`src/sv/htlp_pkg.sv`:
```
`timescale 1ns / 1ps

package htlp_pkg;

  // Table geometry. The home slot is the low hash bits, so the depth is a power of two.
  localparam int TABLE_DEPTH = 1024;
  localparam int IDX_W       = $clog2(TABLE_DEPTH);
  localparam int CNT_W       = IDX_W + 1;
  localparam logic [IDX_W-1:0] IDX_MAX = IDX_W'(TABLE_DEPTH - 1);

  // FNV-1a style, 64 bit, with a nonstandard basis. Prime = 2^40 + 0x1B3.
  localparam logic [63:0] FNV_BASIS     = 64'd1469598103934665603;
  localparam int          FNV_PRIME_SHL = 40;
  localparam logic [8:0]  FNV_PRIME_LO  = 9'h1B3;

  // Request kinds
  localparam logic [1:0] OP_SET = 2'd0;
  localparam logic [1:0] OP_GET = 2'd1;
  localparam logic [1:0] OP_DEL = 2'd2;

  // Result codes
  localparam logic [1:0] STS_ABSENT = 2'd0;
  localparam logic [1:0] STS_HIT    = 2'd1;
  localparam logic [1:0] STS_NEW    = 2'd2;
  localparam logic [1:0] STS_FULL   = 2'd3;

  typedef enum logic [1:0] {
    ST_EMPTY = 2'd0,
    ST_OCC   = 2'd1,
    ST_TOMB  = 2'd2
  } slot_st_t;

  typedef struct packed {
    slot_st_t    st;
    logic [63:0] key;
    logic [63:0] val;
  } slot_t;

  typedef struct packed {
    logic [1:0]  op;
    logic [63:0] key;
    logic [63:0] value;
  } req_t;

  typedef struct packed {
    logic [1:0]       status;
    logic [63:0]      read_value;
    logic [CNT_W-1:0] entry_count;
  } rsp_t;

  typedef enum logic [2:0] {
    S_CLEAR,
    S_IDLE,
    S_HASH,
    S_LOOK,
    S_CHECK
  } state_t;

  // Keep bytes up to the first zero byte, clear the rest.
  function automatic logic [63:0] as_str(input logic [63:0] x);
    logic [63:0] r;
    logic        live;
    r    = '0;
    live = 1'b1;
    for (int b = 0; b < 8; b++) begin
      if (x[8*b +: 8] == 8'h00) live = 1'b0;
      if (live) r[8*b +: 8] = x[8*b +: 8];
    end
    return r;
  endfunction

  // One FNV-1a byte step: xor then multiply by the prime (shift plus small constant product).
  function automatic logic [63:0] fnv_step(input logic [63:0] h, input logic [7:0] b);
    logic [63:0] x;
    x = h ^ {56'd0, b};
    return (x << FNV_PRIME_SHL) + (x * {55'd0, FNV_PRIME_LO});
  endfunction

endpackage

```
`src/sv/htlp_fnv.sv`:
```
`timescale 1ns / 1ps

// Iterative FNV-1a: one key byte per cycle, stops at the first zero byte.
module htlp_fnv (
  input  logic                      clk,
  input  logic                      rst_n,
  input  logic                      kick,
  input  logic [63:0]               key,
  output logic                      done,
  output logic [htlp_pkg::IDX_W-1:0] slot
);
  import htlp_pkg::*;

  logic        run_r, run_nxt;
  logic [63:0] h_r, h_nxt;
  logic [63:0] ks_r, ks_nxt;

  assign done = run_r && (ks_r[7:0] == 8'h00);
  assign slot = h_r[IDX_W-1:0];

  always_comb begin
    run_nxt = run_r;
    h_nxt   = h_r;
    ks_nxt  = ks_r;
    if (kick) begin
      run_nxt = 1'b1;
      h_nxt   = FNV_BASIS;
      ks_nxt  = key;
    end else if (run_r) begin
      if (ks_r[7:0] == 8'h00) begin
        run_nxt = 1'b0;
      end else begin
        h_nxt  = fnv_step(h_r, ks_r[7:0]);
        ks_nxt = ks_r >> 8;
      end
    end
  end

  always_ff @(posedge clk) begin
    if (!rst_n) begin
      run_r <= 1'b0;
    end else begin
      run_r <= run_nxt;
    end
    h_r  <= h_nxt;
    ks_r <= ks_nxt;
  end

endmodule

```
`config.mk`:
```
export PLATFORM = sky130hd
export DESIGN_NAME = htlp_fnv
export DESIGN_NICKNAME = d
export VERILOG_FILES = /design/src/sv/htlp_pkg.sv /design/src/sv/htlp_fnv.sv
export SDC_FILE = /design/constraint.sdc
export NUM_CORES = 1
export LEC_CHECK = 0
export ABC_AREA = 1
export BUFFER_PORTS_ARGS = -buffer_cell sky130_fd_sc_hd__buf_2
export CAP_MARGIN = 0
export CELL_PAD_IN_SITES_DETAIL_PLACEMENT = 1
export CELL_PAD_IN_SITES_GLOBAL_PLACEMENT = 1
export CORE_ASPECT_RATIO = 0.6
export CORE_UTILIZATION = 42
export CTS_BUF_LIST = sky130_fd_sc_hd__clkbuf_16
export DETAILED_ROUTE_END_ITERATION = 6
export GPL_TIMING_DRIVEN = 0
export PLACE_DENSITY_LB_ADDON = 0.1
export SETUP_SLACK_MARGIN = 0.05
export SYNTH_ARGS = -nofsm -noshare
export SYNTH_HDL_FRONTEND = slang
export SYNTH_SLANG_ARGS = --single-unit
```
`constraint.sdc`:
```
create_clock -name clk -period 4.6 [get_ports clk]
set_input_delay 0.46 -clock clk [delete_from_list [all_inputs] [get_ports clk]]
set_output_delay 0.46 -clock clk [all_outputs]
set_load 0.005 [all_outputs]
```
======== After elaboration in Yosys (flattened, before gate mapping) ========
Index checks and enable logic that the tools add are counted.
operators by class
  reductions and logical operators ........ 5
  add/subtract/negate cells ............... 1
  multiply operators ...................... 1
  shifts and indexed selects .............. 0
  eq/ne operators ......................... 1
  multiplexer cells ....................... 6
  order comparisons ....................... 0
  divide/modulo/power cells ............... 0
  bitwise operators ....................... 2
operators with widths
  cell                                                                   number
  64-bit two-way mux                                                     3
  64-bit adder                                                           1
  64-bit by 9-bit multiplier with 64-bit output (second input constant)  1
  64-bit by 8-bit XOR with 64-bit output                                 1
  8-bit logical NOT                                                      1
  2-bit AND reduction                                                    2
  1-bit two-way mux                                                      3
  2-bit inequality test (second input constant)                          1
  2-bit nonzero test                                                     1
  1-bit logical AND                                                      1
  1-bit NOT                                                              1
word-level totals
  ROM bits ................................ 0
  bits in registers ....................... 129
  bits in latches ......................... 0
  word-level logic and storage cells ...... 19
  input bits .............................. 67
  RAM bits ................................ 0
  memories kept ........................... 0
  output and inout bits ................... 11

======== Logic depth before layout (Yosys ltp) ========
  depth in word-level cells ............... 4
  gate-level depth with buffers ........... 23

======== Worst setup path after synthesis ========
Ideal clock, no wire load.
  path type ............................... register -> register
  start point ............................. register ks_r[7]
  end point ............................... register h_r[9]
  slack ................................... 902 ps
  cell stages (with the launch flop) ...... 20
  arrival time ............................ 3584 ps
  setup time .............................. 113 ps
  cells stage by stage .................... edfxtp_1 > xor2_1 > ha_1 > inv_1 > fa_1 > fa_1 > inv_1 > fa_1 > ha_1 > ha_1 > nand2_1 > nand2_1 > nor2_1 > nand3_1 > nand2_1 > nand2_1 > nand2_1 > nand2_1 > nand3_1 > nand2_1
on the way
  longest elaborated chain between the ends .. 3
  elaborated cells on any way between the ends .. 6
  those cells by class .................... add/sub (1); mul (1); bitwise (2); reduce/logical (2)
ends and longest elaborated chain
  element                                                                             line                            source
  start: declaration                                                                  htlp_fnv.sv:16                  logic [63:0] ks_r, ks_nxt;
  start signal: assignment                                                            htlp_fnv.sv:46                  ks_r <= ks_nxt;
  64-bit by 8-bit XOR with 64-bit output / 8-bit logical NOT (equally long branches)  htlp_pkg.sv:75, htlp_fnv.sv:30
  64-bit by 9-bit multiplier with 64-bit output / 1-bit NOT (equally long branches)   --
  64-bit adder / 2-bit AND reduction (equally long branches)                          --
  end signal: assignment                                                              htlp_fnv.sv:45                  h_r <= h_nxt;
  end: declaration                                                                    htlp_fnv.sv:15                  logic [63:0] h_r, h_nxt;
Parallel ways exist; a longest one is shown, timed or not.
A chain may end at the register's enable or synchronous reset.

======== Final worst setup path ========
  start point ............................. register ks_r[0]
  end point ............................... register h_r[9]
Same word-level chain as after synthesis.

==> flow_summary.json <==
{
  "outcome": "finished clean",
  "setup_viol": 0,
  "row_count": 27,
  "crit_slowest_cell": "fa_1",
  "setup_ws_ns": 0.3856,
  "max_slew.worst_pin.slew_ns": 0.8702,
  "required_ns": 4.83,
  "cts_tree": "done",
  "p_per_area_nw_per_um2": 716.1,
  "dieArea_sq_um": 10240,
  "cts_resized": 0,
  "post-route-period-util": 0.9162,
  "synth.distinct_cells": 26,
  "post-place-ws_ns": 0.4319,
  "first_iter_violations": 130,
  "power.total_mw": 3.576,
  "grt_max_degree": 65,
  "vias": 3293,
  "drc": 0,
  "detailedRoute.firstPassIterationCount": 4,
  "grt_usage": 0.2402,
  "synth_cells": 455,
  "end_kind": "flip-flop",
  "die_w_um": 129.9,
  "wl_per_cell_um": 16.28,
  "cts_buffers": 9,
  "cp-start-kind": "flip-flop",
  "cp_cell_sequence": "xor2_1, ha_1, ha_1, inv_1, fa_1, inv_1, fa_1, ha_1, ha_1, nand2_1, nand2_1, nor2_1, nand3_1, nand2_1, nand2_1, nand2_1, nand2_1, nand3_1, nand2_1",
  "cpMostUsedCell": "nand2_1",
  "r2r_cells": 19,
  "hold_buffers": 0,
  "leakage_nw": 2.553,
  "yosys_warnings": 0,
  "stdcell_count": 677,
  "tns_ns": 0,
  "finalCriticalPeriod_ns": 4.214,
  "syn_nets": 559,
  "dieHeight_um": 78.77,
  "maxSlewViolCount": 0,
  "fin_nets": 646,
  "initial_core_util": 0.4408,
  "place_area_sq_um": 4676,
  "r2r_slack_ns": 0.39,
  "hold_path_end": "run_r",
  "path_max_fanout": 4,
  "critPathBufInv": 2,
  "dp_hpwl_mm": 8.328,
  "dp.cells": 661,
  "fillCellCount": 1151,
  "area_growth_pct": 21.05,
  "gr-total-overflow": 0,
  "ioPinCount": 78,
  "yosysMostFrequentCell": "nand2_1",
  "rsz0062_at_grt": "false",
  "clockBufferDepth": 2,
  "hold_viol": 0,
  "ys_ff_latch": 75,
  "drt-total-wl_mm": 11.02,
  "cts_root_buf": "clkbuf_16",
  "ir_worst_vdd_mv": 0.5123,
  "cts.sink_count": 75,
  "drive_gt1_frac": 0.2066,
  "synth-edff-count": 64,
  "skew_ns": 0.005516,
  "avgSynthCellArea_sq_um": 9.066,
  "worstSetupPathType": "flip-flop to flip-flop",
  "synth_top_flop_cell": "edfxtp_1",
  "netlist_top_cells_count": "nand2_1 (218), edfxtp_1 (64), inv_1 (46)",
  "slowest_delay_ns": 0.54,
  "yosysTopAreaCell": "edfxtp_1",
  "grt_pass1_wl_mm": 17.65,
  "gp_congestion": 0.8486,
  "antennaDiodeCount": 0,
  "holdPathStages": 2,
  "cts_max_level": 3,
  "antenna_found_initial": 0,
  "clk_latency_ns": 0.34,
  "worst_ep_arrival_time_ns": 4.45,
  "clk_pin_slew_ns": 0.06,
  "grt_pass1_vias": 3405,
  "slew-limit-headroom": 0.4198,
  "cp_top_family": "adder cells",
  "synthTopCellsByArea": "edfxtp_1 (47%), nand2_1 (20%), ha_1 (8.5%), dfxtp_1 (5.3%), fa_1 (4.4%)",
  "cp-startpoint": "ks_r[0]",
  "post-synth-top-area-fraction": 0.4659,
  "syn_area_sq_um": 4125,
  "io_buffers": 76,
  "fin_area_sq_um": 4994,
  "coreArea_sq_um": 9358,
  "post_cts_buffers": 0,
  "rr_endpoint": "h_r[9]",
  "viasPerCell": 4.864,
  "hold_class": "primary input to flip-flop",
  "r2r_start": "ks_r[0]",
  "synthArstFlopShare": 0,
  "hold_path_startpoint": "rst_n",
  "drtAntennaViolNets": 0,
  "cap_violations": 0,
  "max_freq_mhz": 237.3,
  "ys_seq_area_frac": 0.5193
}
## where the power goes
group | switching (mW) | total (mW) | internal, mW
logic | 1.17 | 1.94 | 0.766
clock network | 0.277 | 0.750 | 0.473
registers | 0.0512 | 0.889 | 0.838
## area by class of cell
class | count | area, sq um | area share
multi-input cells | 317 | 1725 | 0.3455
clock inverters | 7 | 92.59 | 0.01854
plain buffers | 16 | 83.83 | 0.01679
flip-flops and latches | 75 | 2142 | 0.4290
clock buffers | 9 | 225.2 | 0.04510
repair buffers | 76 | 380.4 | 0.07617
inverters | 47 | 181.4 | 0.03633
well taps | 130 | 162.7 | 0.03257
## worst max-delay path by stage
stage          slack [ns]  cells past startpoint      to
2_1_floorplan        0.90                     19  h_r[9]
6_report             0.39                     19  h_r[9]
3_3_place_gp         0.58                     19  h_r[9]
4_1_cts              0.38                     19  h_r[9]
3_5_place_dp         0.43                     19  h_r[9]
5_1_grt              0.09                     22  h_r[9]
## routing by layer
layer / vias up / global-route usage / routed length, um
met5: - / 0 / 0
met4: 0 / 0.06860 / 148
met3: 15 / 0.05323 / 481
met2: 81 / 0.3909 / 5185
met1: 1583 / 0.3229 / 5205
li1: 1614 / - / -
## worst reg2reg max path: stages, from the launching register on
cell and delay (ns):
edfxtp_1 0.41, xor2_1 0.36, ha_1 0.35, ha_1 0.30, inv_1 0.05, fa_1 0.54, inv_1 0.07, fa_1 0.52
ha_1 0.32, ha_1 0.36, nand2_1 0.12, nand2_1 0.05, nor2_1 0.11, nand3_1 0.13, nand2_1 0.09, nand2_1 0.08
nand2_1 0.06, nand2_1 0.05, nand3_1 0.07, nand2_1 0.05
## per-stage QoR
stage / utilization / hold slack [ns]
floorplan: - / 0.4722
global placement: 0.4989 / 0.4705
detailed placement: 0.4997 / 0.5006
CTS: 0.5336 / 0.3319
global route: 0.5336 / 0.3428
finish: 0.5336 / 0.3396
## kinds of logic after synthesis
group / Yosys count / synth area share
adders and majority gates: 37 / 0.1286
and+or+nand+nor: 256 / 0.2475
buffers and inverters: 63 / 0.06430
xor gates and xnor gates: 10 / 0.02123
DFF: 75 / 0.5193
AOI/OAI and AO/OA: 14 / 0.01911
## sequential cells by signal, indices dropped and copies added, names as in the netlist
register,count
run_r,1
h_r,10
ks_r,64
## layout by cell type, fill, tap and decap left out, types with 2 or more instances in the layout
master	count
buf_2	86
fa_1	9
nand3_1	16
clkinvlp_4	2
bufinv_16	2
a21oi_1	5
clkbuf_16	9
nand2_1	217
ha_1	28
edfxtp_1	64
clkbuf_1	5
dfxtp_1	11
nor2_2	4
inv_1	46
xor2_1	9
nor2_1	13
o21ai_0	5
Note: power is estimated with default switching activity, not from simulation.
