**config.mk**
```make
export PLATFORM = sky130hd
export DESIGN_NAME = htlp_ram
export DESIGN_NICKNAME = d
export VERILOG_FILES = /design/src/sv/htlp_ram.sv
export SDC_FILE = /design/constraint.sdc
export NUM_CORES = 1
export LEC_CHECK = 0
export CAP_MARGIN = 20
export CORE_MARGIN = 2
export CORE_UTILIZATION = 45
export DETAILED_ROUTE_END_ITERATION = 6
export DONT_BUFFER_PORTS = 1
export PLACE_DENSITY_LB_ADDON = 0.15
export SYNTH_ARGS = -nofsm -noshare
export SYNTH_HDL_FRONTEND = slang
export SYNTH_SLANG_ARGS = --single-unit
```
**constraint.sdc**
```tcl
create_clock -name clk -period 2.6 [get_ports clk]
set_input_delay 0.52 -clock clk [delete_from_list [all_inputs] [get_ports clk]]
set_output_delay 0.52 -clock clk [all_outputs]
set_load 0.05 [all_outputs]
```
**src/sv/htlp_ram.sv**
```systemverilog
`timescale 1ns / 1ps

module htlp_ram #(
  parameter int WIDTH = 8,
  parameter int DEPTH = 16
) (
  input  logic                     clk,
  input  logic                     we,
  input  logic [$clog2(DEPTH)-1:0] waddr,
  input  logic [WIDTH-1:0]         wdata,
  input  logic [$clog2(DEPTH)-1:0] raddr,
  output logic [WIDTH-1:0]         rdata
);

  logic [WIDTH-1:0] mem_r [DEPTH];
  logic [WIDTH-1:0] rdata_r;

  always_ff @(posedge clk) begin
    if (we) mem_r[waddr] <= wdata;
    rdata_r <= mem_r[raddr];
  end

  assign rdata = rdata_r;

endmodule

```
# [Word-level counts from Yosys, hierarchy flattened]
# Memories as Yosys holds them, arrays and structs flattened. A register that Yosys moved wholly into a read port is not among the register bits.
# Index checks and enable logic that the tools add are counted.
[totals] input_bits=18 rom_bits=0 latch_bits=0 ramBits=128 memories=1 regBits=0 elab_cells=3
[mem_list] memory="mem_r" depth=16 width=8 rd=1 rd_ports_with_merged_regs=1 write_ports=1 line_no="15" text="logic [WIDTH-1:0] mem_r [DEPTH];"
[op_classes] n_div=0 n_reduce_logical=0 n_eq_ne=0 n_mul=0 add_sub_neg=0 mux=2 n_bitwise=0 shift=0 n_lt_le_gt_ge=0
[ops] op="two-way mux 1 bit" count=2

# [Longest topological paths before layout]
# Gate-level depths: netlist (run 1).
[logic_depth] ltp_word=2 depth_mapped=5 ltp_nobuf=3

# [Worst setup path after synthesis (run 1)]
# OpenSTA, ideal clock, no wires.
[synth_path] kind="input port to flip-flop" start="in waddr[2]" end="mem mem_r[0][0] (enable)" path_slack_ns=0.587 required_ns=2.217 n_path_buf=0 setup_ns=0.383 stages=2 arrival_ns=1.630 path_cell_list="or3b_2 -> nor3_1"
[synth_lines] item="from (decl)" line_no="9" text="input logic [$clog2(DEPTH)-1:0] waddr,"
[synth_lines] item="to (decl)" line_no="15"
# No word-level cell before the write port.

# [Worst setup path after layout (run 1)]
[layout_path] start="reg rdata_r[1], in the netlist rdata[1] (read register of mem_r)" end="out rdata[1]"
[layout_lines] item="from (decl)" line_no="16" text="logic [WIDTH-1:0] rdata_r;"
[layout_lines] item="to (decl)" line_no="12" text="output logic [WIDTH-1:0] rdata"
# No word-level cell between the ends.

==> flow_metrics.py, run 1 <==
metrics = {
    "worst_setup_path": {
        "r2r_setup_slack_ns": 1.21,
        "cp_data_arrival_time_ns": 1.10,
        "end_kind": "output pin",
        "start_kind": "flop",
        "cp.required_ns": 2.08,
        "r2r-end": "rdata[2]",
        "worstRegToRegCells": 3,
        "crit_type": "reg2out",
        "reg2reg_from": "mem_r[9][2]",
        "cp_max_fo": 1,
    },
    "route": {
        "drt_first_iter_violations": 197,
        "drc": 0,
        "vias": 2275,
        "vias_per_cell": 5.576,
        "drt.antenna.violating_nets": 0,
        "post_drt_wl_per_cell_um": 24.34,
        "drt-total-wl_um": 9930,
        "firstDrtPassIters": 4,
    },
    "timing": {
        "report.final.hold_viol_count": 0,
        "fin_crit_sh": 0.6241,
        "maxSlewViolCount": 0,
        "slew_headroom": 0.4900,
        "worst_slew_pin_slew_ns": 0.7623,
        "fin_setup_tns_ns": 0,
        "setup_viol": 0,
        "grt_setup_unrepaired": "false",
        "fmax_mhz": 616.2,
        "fin_ws_ns": 0.9773,
        "period_minus_slack_ns": 1.623,
        "fin_skew_ns": 0.004540,
    },
    "die": {
        "io-pin-count": 26,
        "row_count": 39,
        "initial_core_util": 0.4567,
        "die_width_um": 111.0,
        "core-area_sq_um": 11270,
        "dieArea_sq_um": 12310,
        "die_y_um": 111.0,
    },
    "min_path": {
        "worst_hold_path_type": "in2reg",
        "holdPathStages": 0,
        "hp-start": "wdata[0]",
        "whs_endpoint": "mem_r[11][0]",
    },
    "yosys": {
        "synth_area_sq_um": 5147,
        "ys_warn_count": 0,
        "ys_ff_latch": 136,
        "synth_area_per_cell_sq_um": 22.48,
        "yosysSeqAreaShare": 0.7778,
        "ys_types": 19,
        "synthCells": 229,
        "synth_nets": 247,
    },
    "placement": {
        "hpwl_um": 6126,
        "dpl-instance-area_sq_um": 5353,
        "gp_congestion": 0.7048,
        "port_buffers": 0,
        "dp_slack_ns": 0.9086,
        "dp_cells": 377,
    },
    "global_route": {
        "overflow": 0,
        "grt_pass1_wl_um": 14920,
        "antenna_found_initial": 0,
        "grt.total_usage": 0.1739,
        "grt_pass1_vias": 2371,
        "grt_max_degree": 33,
    },
    "layout": {
        "area_growth_pct": 14.56,
        "stdcell_count": 408,
        "final_cell_area_sq_um": 5897,
        "fin_nets": 271,
        "num_antenna_cells": 0,
        "drive_gt1_frac": 0.2264,
    },
    "power": {
        "finalPower_uw": 4866,
        "ir_drop_mv": 0.4306,
        "p_leak_uw": 0.001939,
        "powerDensity_nw_per_um2": 825.1,
    },
    "clock_network": {
        "cts_hold_buf": 0,
        "cts_buffers": 17,
        "root_buffer": "clkbuf_16",
        "clock_latency_ns": 0.41,
        "cts.sinks": 136,
        "clkTransAtPathRegs_ns": 0.05,
        "cts_resized": 0,
        "clockBufferDepth": 2,
        "cts-htree-levels": 4,
        "post_cts_buffers": 0,
        "cts_tree": "yes",
    },
    "outcome": {
        "status": "finished clean",
    },
    "run": {
        "cap_violations": 0,
    },
}
## logic make-up (layout without fill, tap and decap cells)
logic type             count (synthesis)  in the layout  share of synthesized area
DFF                                  136            136                     0.7778
muxes                                 32             32                     0.1502
and+or+nand+nor                       35             35                    0.03184
AOI/OAI and AO/OA                     16             16                    0.02334
buffers and inverters                 10             46                    0.01677
## layout by cell type (no fill, tap or decap), drive strengths merged
cell type	instances
clkinvlp	2
nand2b	2
nand3	1
nor2	13
or3b	1
edfxtp	128
clkinv	7
mux4	32
dfxtp	8
nand2	9
buf	15
and2	1
nand3b	2
clkbuf	20
a22oi	16
and2b	1
bufinv	2
nor2b	1
nor3	4
## power by group
group | leakage [uW] | internal, uW | total [uW] | switching [uW]
Clock | 0.000264 | 1390 | 2210 | 824
Sequential | 0.00122 | 2450 | 2520 | 67.1
Combinational | 0.000451 | 73.4 | 135 | 61.1
Total | 0.00194 | 3910 | 4870 | 952
## flip-flops by register name (all words and copies together), names as in the netlist
name,count
mem_r,128
rdata,8
## cell usage after synthesis
| library cell | count | share of area |
|---|---|---|
| dfxtp_1 | 8 | 0.031 |
| buf_4 | 1 | 0.0015 |
| and2b_1 | 1 | 0.0015 |
| buf_6 | 3 | 0.0066 |
| nand3b_1 | 2 | 0.0029 |
| and2_1 | 1 | 0.0012 |
| buf_2 | 3 | 0.0029 |
| nand2_1 | 9 | 0.0066 |
| nand2b_1 | 2 | 0.0024 |
| nor3_1 | 4 | 0.0039 |
| nand3_1 | 1 | 0.00097 |
| nor2b_1 | 1 | 0.0012 |
| edfxtp_1 | 128 | 0.75 |
| nor2_1 | 13 | 0.0095 |
| a22oi_1 | 16 | 0.023 |
| mux4_1 | 14 | 0.071 |
| or3b_2 | 1 | 0.0017 |
| mux4_2 | 18 | 0.079 |
| clkdlybuf4s25_2 | 3 | 0.0058 |
## stage by stage
stage / utilization / hold WS [ns]
after floorplan: - / 0.6189
after global placement: 0.4749 / 0.6196
after detailed placement: 0.4749 / 0.6199
after CTS: 0.5231 / 0.1883
after global routing: 0.5231 / 0.1815
final: 0.5231 / 0.2045
## final cells by class
cell class	count	area, sq um
clock inverter	11	107.6
sequential	136	4004
clock buffer	20	436.7
fill	874	5375
timing repair buffer	15	112.6
tap	143	178.9
multi-input combinational	83	1057
## worst reg2reg max path, delay by kind of cell (launching register included)
kind	cells	cell delay (ns)
flops	1	0.37
compound gates	1	0.26
simple gates	1	0.07
mux	1	0.57
## worst max path at each step
stage / start / to / slack (ns) / depth (start not counted)
detailed placement: waddr[2] / mem_r[0][2] / 0.91 / 3
global placement: waddr[2] / mem_r[1][6] / 0.93 / 3
global route: rdata[1] / rdata[1] / 0.92 / 0
floorplan: waddr[2] / mem_r[0][0] / 0.59 / 2
finish: rdata[1] / rdata[1] / 0.98 / 0
CTS: rdata[1] / rdata[1] / 0.94 / 0
## layer usage
metal  share of wire  vias up  routed length, um  track usage
li1                -     1018                  -            -
met1            0.45     1180               4501       0.2462
met2            0.47       68               4670       0.2479
met3           0.066        9                660      0.06452
met4          0.0099        0                 98      0.06750
met5               0        -                  0            0
(Power assumes the default switching activity.)
==> run 2: changes to the inputs <==
ABC_AREA = 1   (was default)
clock period = 1.55 ns   (was 2.6 ns; I/O delays follow)
==> run 2 against run 1 <==
Wire length increased by 34%. Critical path type unchanged. Clock skew grew 0.0029 ns. Highest routed layer unchanged. Count of clock-buffer cells in the layout unchanged.
==> flow_metrics.py, run 2 <==
metrics = {
    "outcome": {
        "status": "finished clean",
    },
    "clock_network": {
        "cts_buffers": 17,
        "cts-htree-levels": 4,
        "root_buffer": "clkbuf_16",
        "post_cts_buffers": 0,
        "cts_tree": "yes",
        "cts.sinks": 136,
        "clock_latency_ns": 0.42,
        "clockBufferDepth": 2,
        "clkTransAtPathRegs_ns": 0.05,
        "cts_resized": 0,
    },
    "yosys": {
        "synth_area_per_cell_sq_um": 10.47,
        "ys_types": 12,
        "synth_area_sq_um": 5767,
        "synth-async-reset-ratio": 0,
        "ys_ff_latch": 136,
        "synth_commonest_cells": "173 x nand2_1, 128 x edfxtp_1, 100 x inv_1",
        "synthCells": 551,
        "synthFlopType": "edfxtp_1",
        "synth_top_area_share": 0.6665,
        "yosysSeqAreaShare": 0.6943,
        "synthTopCellsByArea": "edfxtp_1 67%, nand2_1 11%, nand3_1 8.4%",
        "synth_area_leader_cell": "edfxtp_1",
        "ys_warn_count": 0,
        "synth-edff-count": 128,
        "synth_nets": 569,
        "synth.most_common_cell": "nand2_1",
    },
    "timing": {
        "slew_headroom": 0.4759,
        "fin_crit_sh": 0.9358,
        "fin_setup_tns_ns": 0,
        "grt_setup_unrepaired": "false",
        "fmax_mhz": 689.4,
        "report.final.hold_viol_count": 0,
        "setup_viol": 0,
        "maxSlewViolCount": 0,
        "worst_slew_pin_slew_ns": 0.7836,
        "fin_skew_ns": 0.007430,
        "period_minus_slack_ns": 1.450,
    },
    "global_route": {
        "grt.total_usage": 0.2133,
        "grt_pass1_vias": 3710,
        "overflow": 0,
        "antenna_found_initial": 0,
        "grt_pass1_wl_um": 20680,
        "grt_max_degree": 66,
    },
    "power": {
        "ir_drop_mv": 0.7664,
        "p_leak_uw": 0.002833,
        "power.switching_uw": 1818,
        "clockPowerShare": 0.457,
        "power_frac_seq": 0.495,
        "powerDensity_nw_per_um2": 1288,
        "comb_power_share": 0.048,
        "p_int_uw": 6734,
        "swShare": 0.2126,
    },
    "die": {
        "dieArea_sq_um": 13740,
        "initial_core_util": 0.4588,
        "core-area_sq_um": 12570,
        "row_count": 41,
        "die_width_um": 117.2,
        "io-pin-count": 26,
        "die_y_um": 117.2,
    },
    "layout": {
        "fillers": 1124,
        "area_growth_pct": 15.14,
        "multi_input_area_sq_um": 1214,
        "largest_reg_flops": 128,
        "drive_gt1_frac": 0.07666,
        "fin_nets": 592,
        "num_antenna_cells": 0,
        "post-route-util": 0.5283,
        "seqCellArea_sq_um": 4004,
        "max_flop_register": "mem_r",
        "final_common_cell": "nand2_1",
        "layout_common_cells": "173 x nand2_1, 128 x edfxtp_1, 100 x inv_1",
    },
    "min_path": {
        "worst_hold_path_type": "in2reg",
    },
    "worst_setup_path": {
        "start_kind": "flop",
        "cp_data_arrival_time_ns": 1.14,
        "cp_max_fo": 1,
        "cp.required_ns": 1.24,
        "end_kind": "output pin",
        "crit_type": "reg2out",
    },
    "route": {
        "post_drt_wl_per_cell_um": 17.55,
        "drt.antenna.violating_nets": 0,
        "drt-total-wl_um": 13320,
        "drc": 0,
        "firstDrtPassIters": 5,
        "drt_first_iter_violations": 294,
        "vias_per_cell": 4.866,
        "vias": 3693,
    },
    "placement": {
        "hpwl_um": 8098,
        "port_buffers": 0,
        "gp_congestion": 0.7678,
    },
    "run": {
        "cap_violations": 0,
    },
}
-- run 2: layout make-up --
| type | instances | area share |
|---|---|---|
| clock buffers | 20 | 0.06576 |
| clock inverters | 12 | 0.01997 |
| inverters | 102 | 0.05766 |
| multi-input cells | 289 | 0.1828 |
| flip-flops and latches | 136 | 0.6030 |
| well taps | 172 | 0.03241 |
| repair buffers | 28 | 0.03844 |
-- run 2: power groups by stage --
stage / clock [uW] / sequential [uW] / combinational (uW)
after global placement: 0 / 4310 / 334
after floorplan: 0 / 4290 / 290
after CTS: 3960 / 4230 / 417
final: 3910 / 4230 / 411
after global routing: 4120 / 4240 / 462
after detailed placement: 0 / 4310 / 334
-- run 2: stage by stage --
stage | cell area, sq um | std cells | setup slack [ns] | hold slack (ns) | total power [uW]
2_1_floorplan | 5767 | 551 | 0.2892 | 0.4089 | 4582
3_3_place_gp | 5991 | 719 | 0.2436 | 0.4102 | 4642
3_5_place_dp | 5991 | 719 | 0.2418 | 0.4099 | 4642
4_1_cts | 6640 | 759 | 0.08156 | 0.02680 | 8614
5_1_grt | 6640 | 759 | 0.07604 | 0.03944 | 8816
6_report | 6640 | 759 | 0.09956 | 0.03762 | 8551
-- run 2: routing by layer --
| layer | global-route usage | wire length, um | vias up |
|---|---|---|---|
| met5 | 0 | 0 | - |
| met2 | 0.3372 | 6356 | 101 |
| met4 | 0.08157 | 293 | 0 |
| li1 | - | - | 1824 |
| met3 | 0.06179 | 723 | 16 |
| met1 | 0.2804 | 5947 | 1752 |
-- run 2: worst paths after layout --
path                                    from       end  slack, ns  cells past startpoint
worst max-delay path                rdata[7]  rdata[7]        0.1                      0
worst min-delay path                raddr[3]  rdata[7]       0.04                      2
worst max register to register   mem_r[1][7]  rdata[7]       0.48                      6
worst min register to register  mem_r[14][4]  rdata[4]       0.67                      6
-- run 2: cells by family after synthesis --
group	count (synthesis)	share of synthesized area
AND/OR/NAND/NOR	289	0.2105
flip-flops	136	0.6943
buffers and inverters	126	0.09525
-- run 2: what timing repair did --
item                                    in CTS  in global routing
hold buffers                                 8                  0
hold endpoints to repair                   128                  0
endpoints found under the setup margin       0                  0
==> run 3: changes to the inputs <==
CORE_UTILIZATION = 60   (was 45)
CTS_BUF_LIST = sky130_fd_sc_hd__clkbuf_8   (was default)
==> run 3 against run 2 <==
First-iteration DRC count rose by 32%. Wire length fell by 3.9%. Highest routed layer unchanged. Maximum frequency rose by 1.6%. Power fell by 9.5%. Critical endpoint is now rdata[0]. Register-to-register slack improved by 0.08 ns. Combinational power fell by 3%.
==> flow_metrics.py, run 3 (synthesis gave the netlist of run 2 again) <==
metrics = {
    "clock_network": {
        "clock_latency_ns": 0.43,
        "cts_resized": 0,
        "clkTransAtPathRegs_ns": 0.07,
        "cts_tree": "yes",
        "cts-htree-levels": 4,
        "cts_buffers": 17,
        "cts_hold_buf": 8,
        "clockBufferDepth": 2,
        "cts.sinks": 136,
        "post_cts_buffers": 0,
        "root_buffer": "clkbuf_8",
    },
    "route": {
        "drc": 0,
        "vias_per_cell": 5.277,
        "drt.antenna.violating_nets": 0,
        "drt-total-wl_um": 12810,
        "firstDrtPassIters": 5,
        "post_drt_wl_per_cell_um": 17.89,
        "drt_first_iter_violations": 388,
        "vias": 3778,
    },
    "run": {
        "cap_violations": 0,
    },
    "timing": {
        "setup_viol": 0,
        "fmax_mhz": 700.4,
        "fin_crit_sh": 0.9211,
        "period_minus_slack_ns": 1.428,
        "slew_headroom": 0.4699,
        "fin_setup_tns_ns": 0,
        "hold_ws_ns": 0.02521,
        "fin_skew_ns": 0.009534,
        "worst_slew_pin_slew_ns": 0.7925,
        "grt_setup_unrepaired": "false",
        "report.final.hold_viol_count": 0,
        "maxSlewViolCount": 0,
    },
    "global_route": {
        "antenna_found_initial": 2,
        "grt.total_usage": 0.2673,
        "grt_pass1_wl_um": 19820,
        "grt_max_degree": 66,
        "overflow": 0,
        "grt_pass1_vias": 3637,
    },
    "worst_setup_path": {
        "crit_cells": 0,
        "end_kind": "output pin",
        "cp.required_ns": 1.24,
        "start_kind": "flop",
        "crit_end": "rdata[0]",
        "crit_type": "reg2out",
        "reg2reg_from": "mem_r[13][7]",
        "cp-startpoint": "rdata[0]",
        "cp_data_arrival_time_ns": 1.12,
        "r2r_setup_slack_ns": 0.56,
        "r2r-end": "rdata[7]",
        "worstRegToRegCells": 6,
        "cp_max_fo": 1,
    },
    "power": {
        "p_leak_uw": 0.002772,
        "ir_drop_mv": 0.8676,
        "powerDensity_nw_per_um2": 1201,
    },
    "layout": {
        "drive_gt1_frac": 0.08718,
        "final_cell_area_sq_um": 6442,
        "fillers": 701,
        "max_flop_register": "mem_r",
        "layout_common_cells": "173 x nand2_1, 128 x edfxtp_1, 101 x inv_1",
        "fin_nets": 590,
        "area_growth_pct": 11.72,
        "stdcell_count": 716,
        "final_common_cell": "nand2_1",
        "largest_reg_flops": 128,
    },
    "die": {
        "die_y_um": 102.0,
        "core-area_sq_um": 9284,
        "die_width_um": 102.0,
        "initial_core_util": 0.6212,
        "row_count": 35,
        "dieArea_sq_um": 10410,
        "io-pin-count": 26,
    },
    "placement": {
        "gp_congestion": 0.8835,
        "port_buffers": 0,
        "hpwl_um": 7605,
        "dpl-instance-area_sq_um": 5922,
        "dp_cells": 674,
    },
    "outcome": {
        "status": "finished clean",
    },
    "min_path": {
        "worst_hold_path_type": "in2reg",
        "hp-start": "raddr[3]",
    },
}
run 3: changes by cell type in the layout (fill, tap and decap cells not counted), moves of 3 or more:
cell       change
clkbuf_1       -3
clkbuf_8      +17
clkinv_1       -6
clkinv_4       +4
clkbuf_16     -17
run 3: area by class of cell:
cell class                      instances  area, sq um  share of cell area
Antenna cell                            2        5.005           0.0007768
Clock buffer                           17        234.0             0.03632
Clock inverter                         15        201.4             0.03127
Inverter                              102        382.9             0.05943
Multi-Input combinational cell        289         1214              0.1884
Sequential cell                       136         4004              0.6215
Tap cell                              129        161.4             0.02505
Timing Repair Buffer                   26        240.2             0.03729
run 3: how the worst min path moves through the flow:
stage	end	slack, ns	cells after the start
6_report	rdata[3]	0.03	2
3_3_place_gp	mem_r[14][2]	0.41	0
3_5_place_dp	mem_r[15][2]	0.41	0
4_1_cts	rdata[3]	0.02	2
2_1_floorplan	mem_r[0][0]	0.41	0
5_1_grt	rdata[3]	0.03	2
run 3: report_power, final:
part | internal [uW] | switching [uW] | total, uW | leakage [uW]
Clock | 1760 | 1350 | 3110 | 0.000218
Sequential | 4110 | 119 | 4230 | 0.00122
Combinational | 130 | 269 | 399 | 0.00133
run 3: per-layer routing:
| metal | vias to the layer above | track usage | wire length, um |
|---|---|---|---|
| li1 | 1812 | - | - |
| met1 | 1780 | 0.3748 | 5321 |
| met2 | 167 | 0.4236 | 6222 |
| met3 | 19 | 0.06156 | 1083 |
| met4 | 0 | 0.08308 | 180 |
| met5 | - | 0 | 0 |
run 3: worst reg2reg max path, stage by stage (launching register included):
cell	delay (ns)
edfxtp_1	0.37
inv_1	0.07
nand2_1	0.05
nand3_1	0.08
nand3_1	0.14
nand3_1	0.12
nand2_1	0.05
run 3: through the flow:
step	setup WS, ns	power [uW]	util
floorplan	0.2892	4582	-
finish	0.1222	7738	0.6939
global route	0.1131	7964	0.6939
detailed placement	0.3069	4631	0.6379
CTS	0.1444	7762	0.6934
global placement	0.3073	4624	0.6379
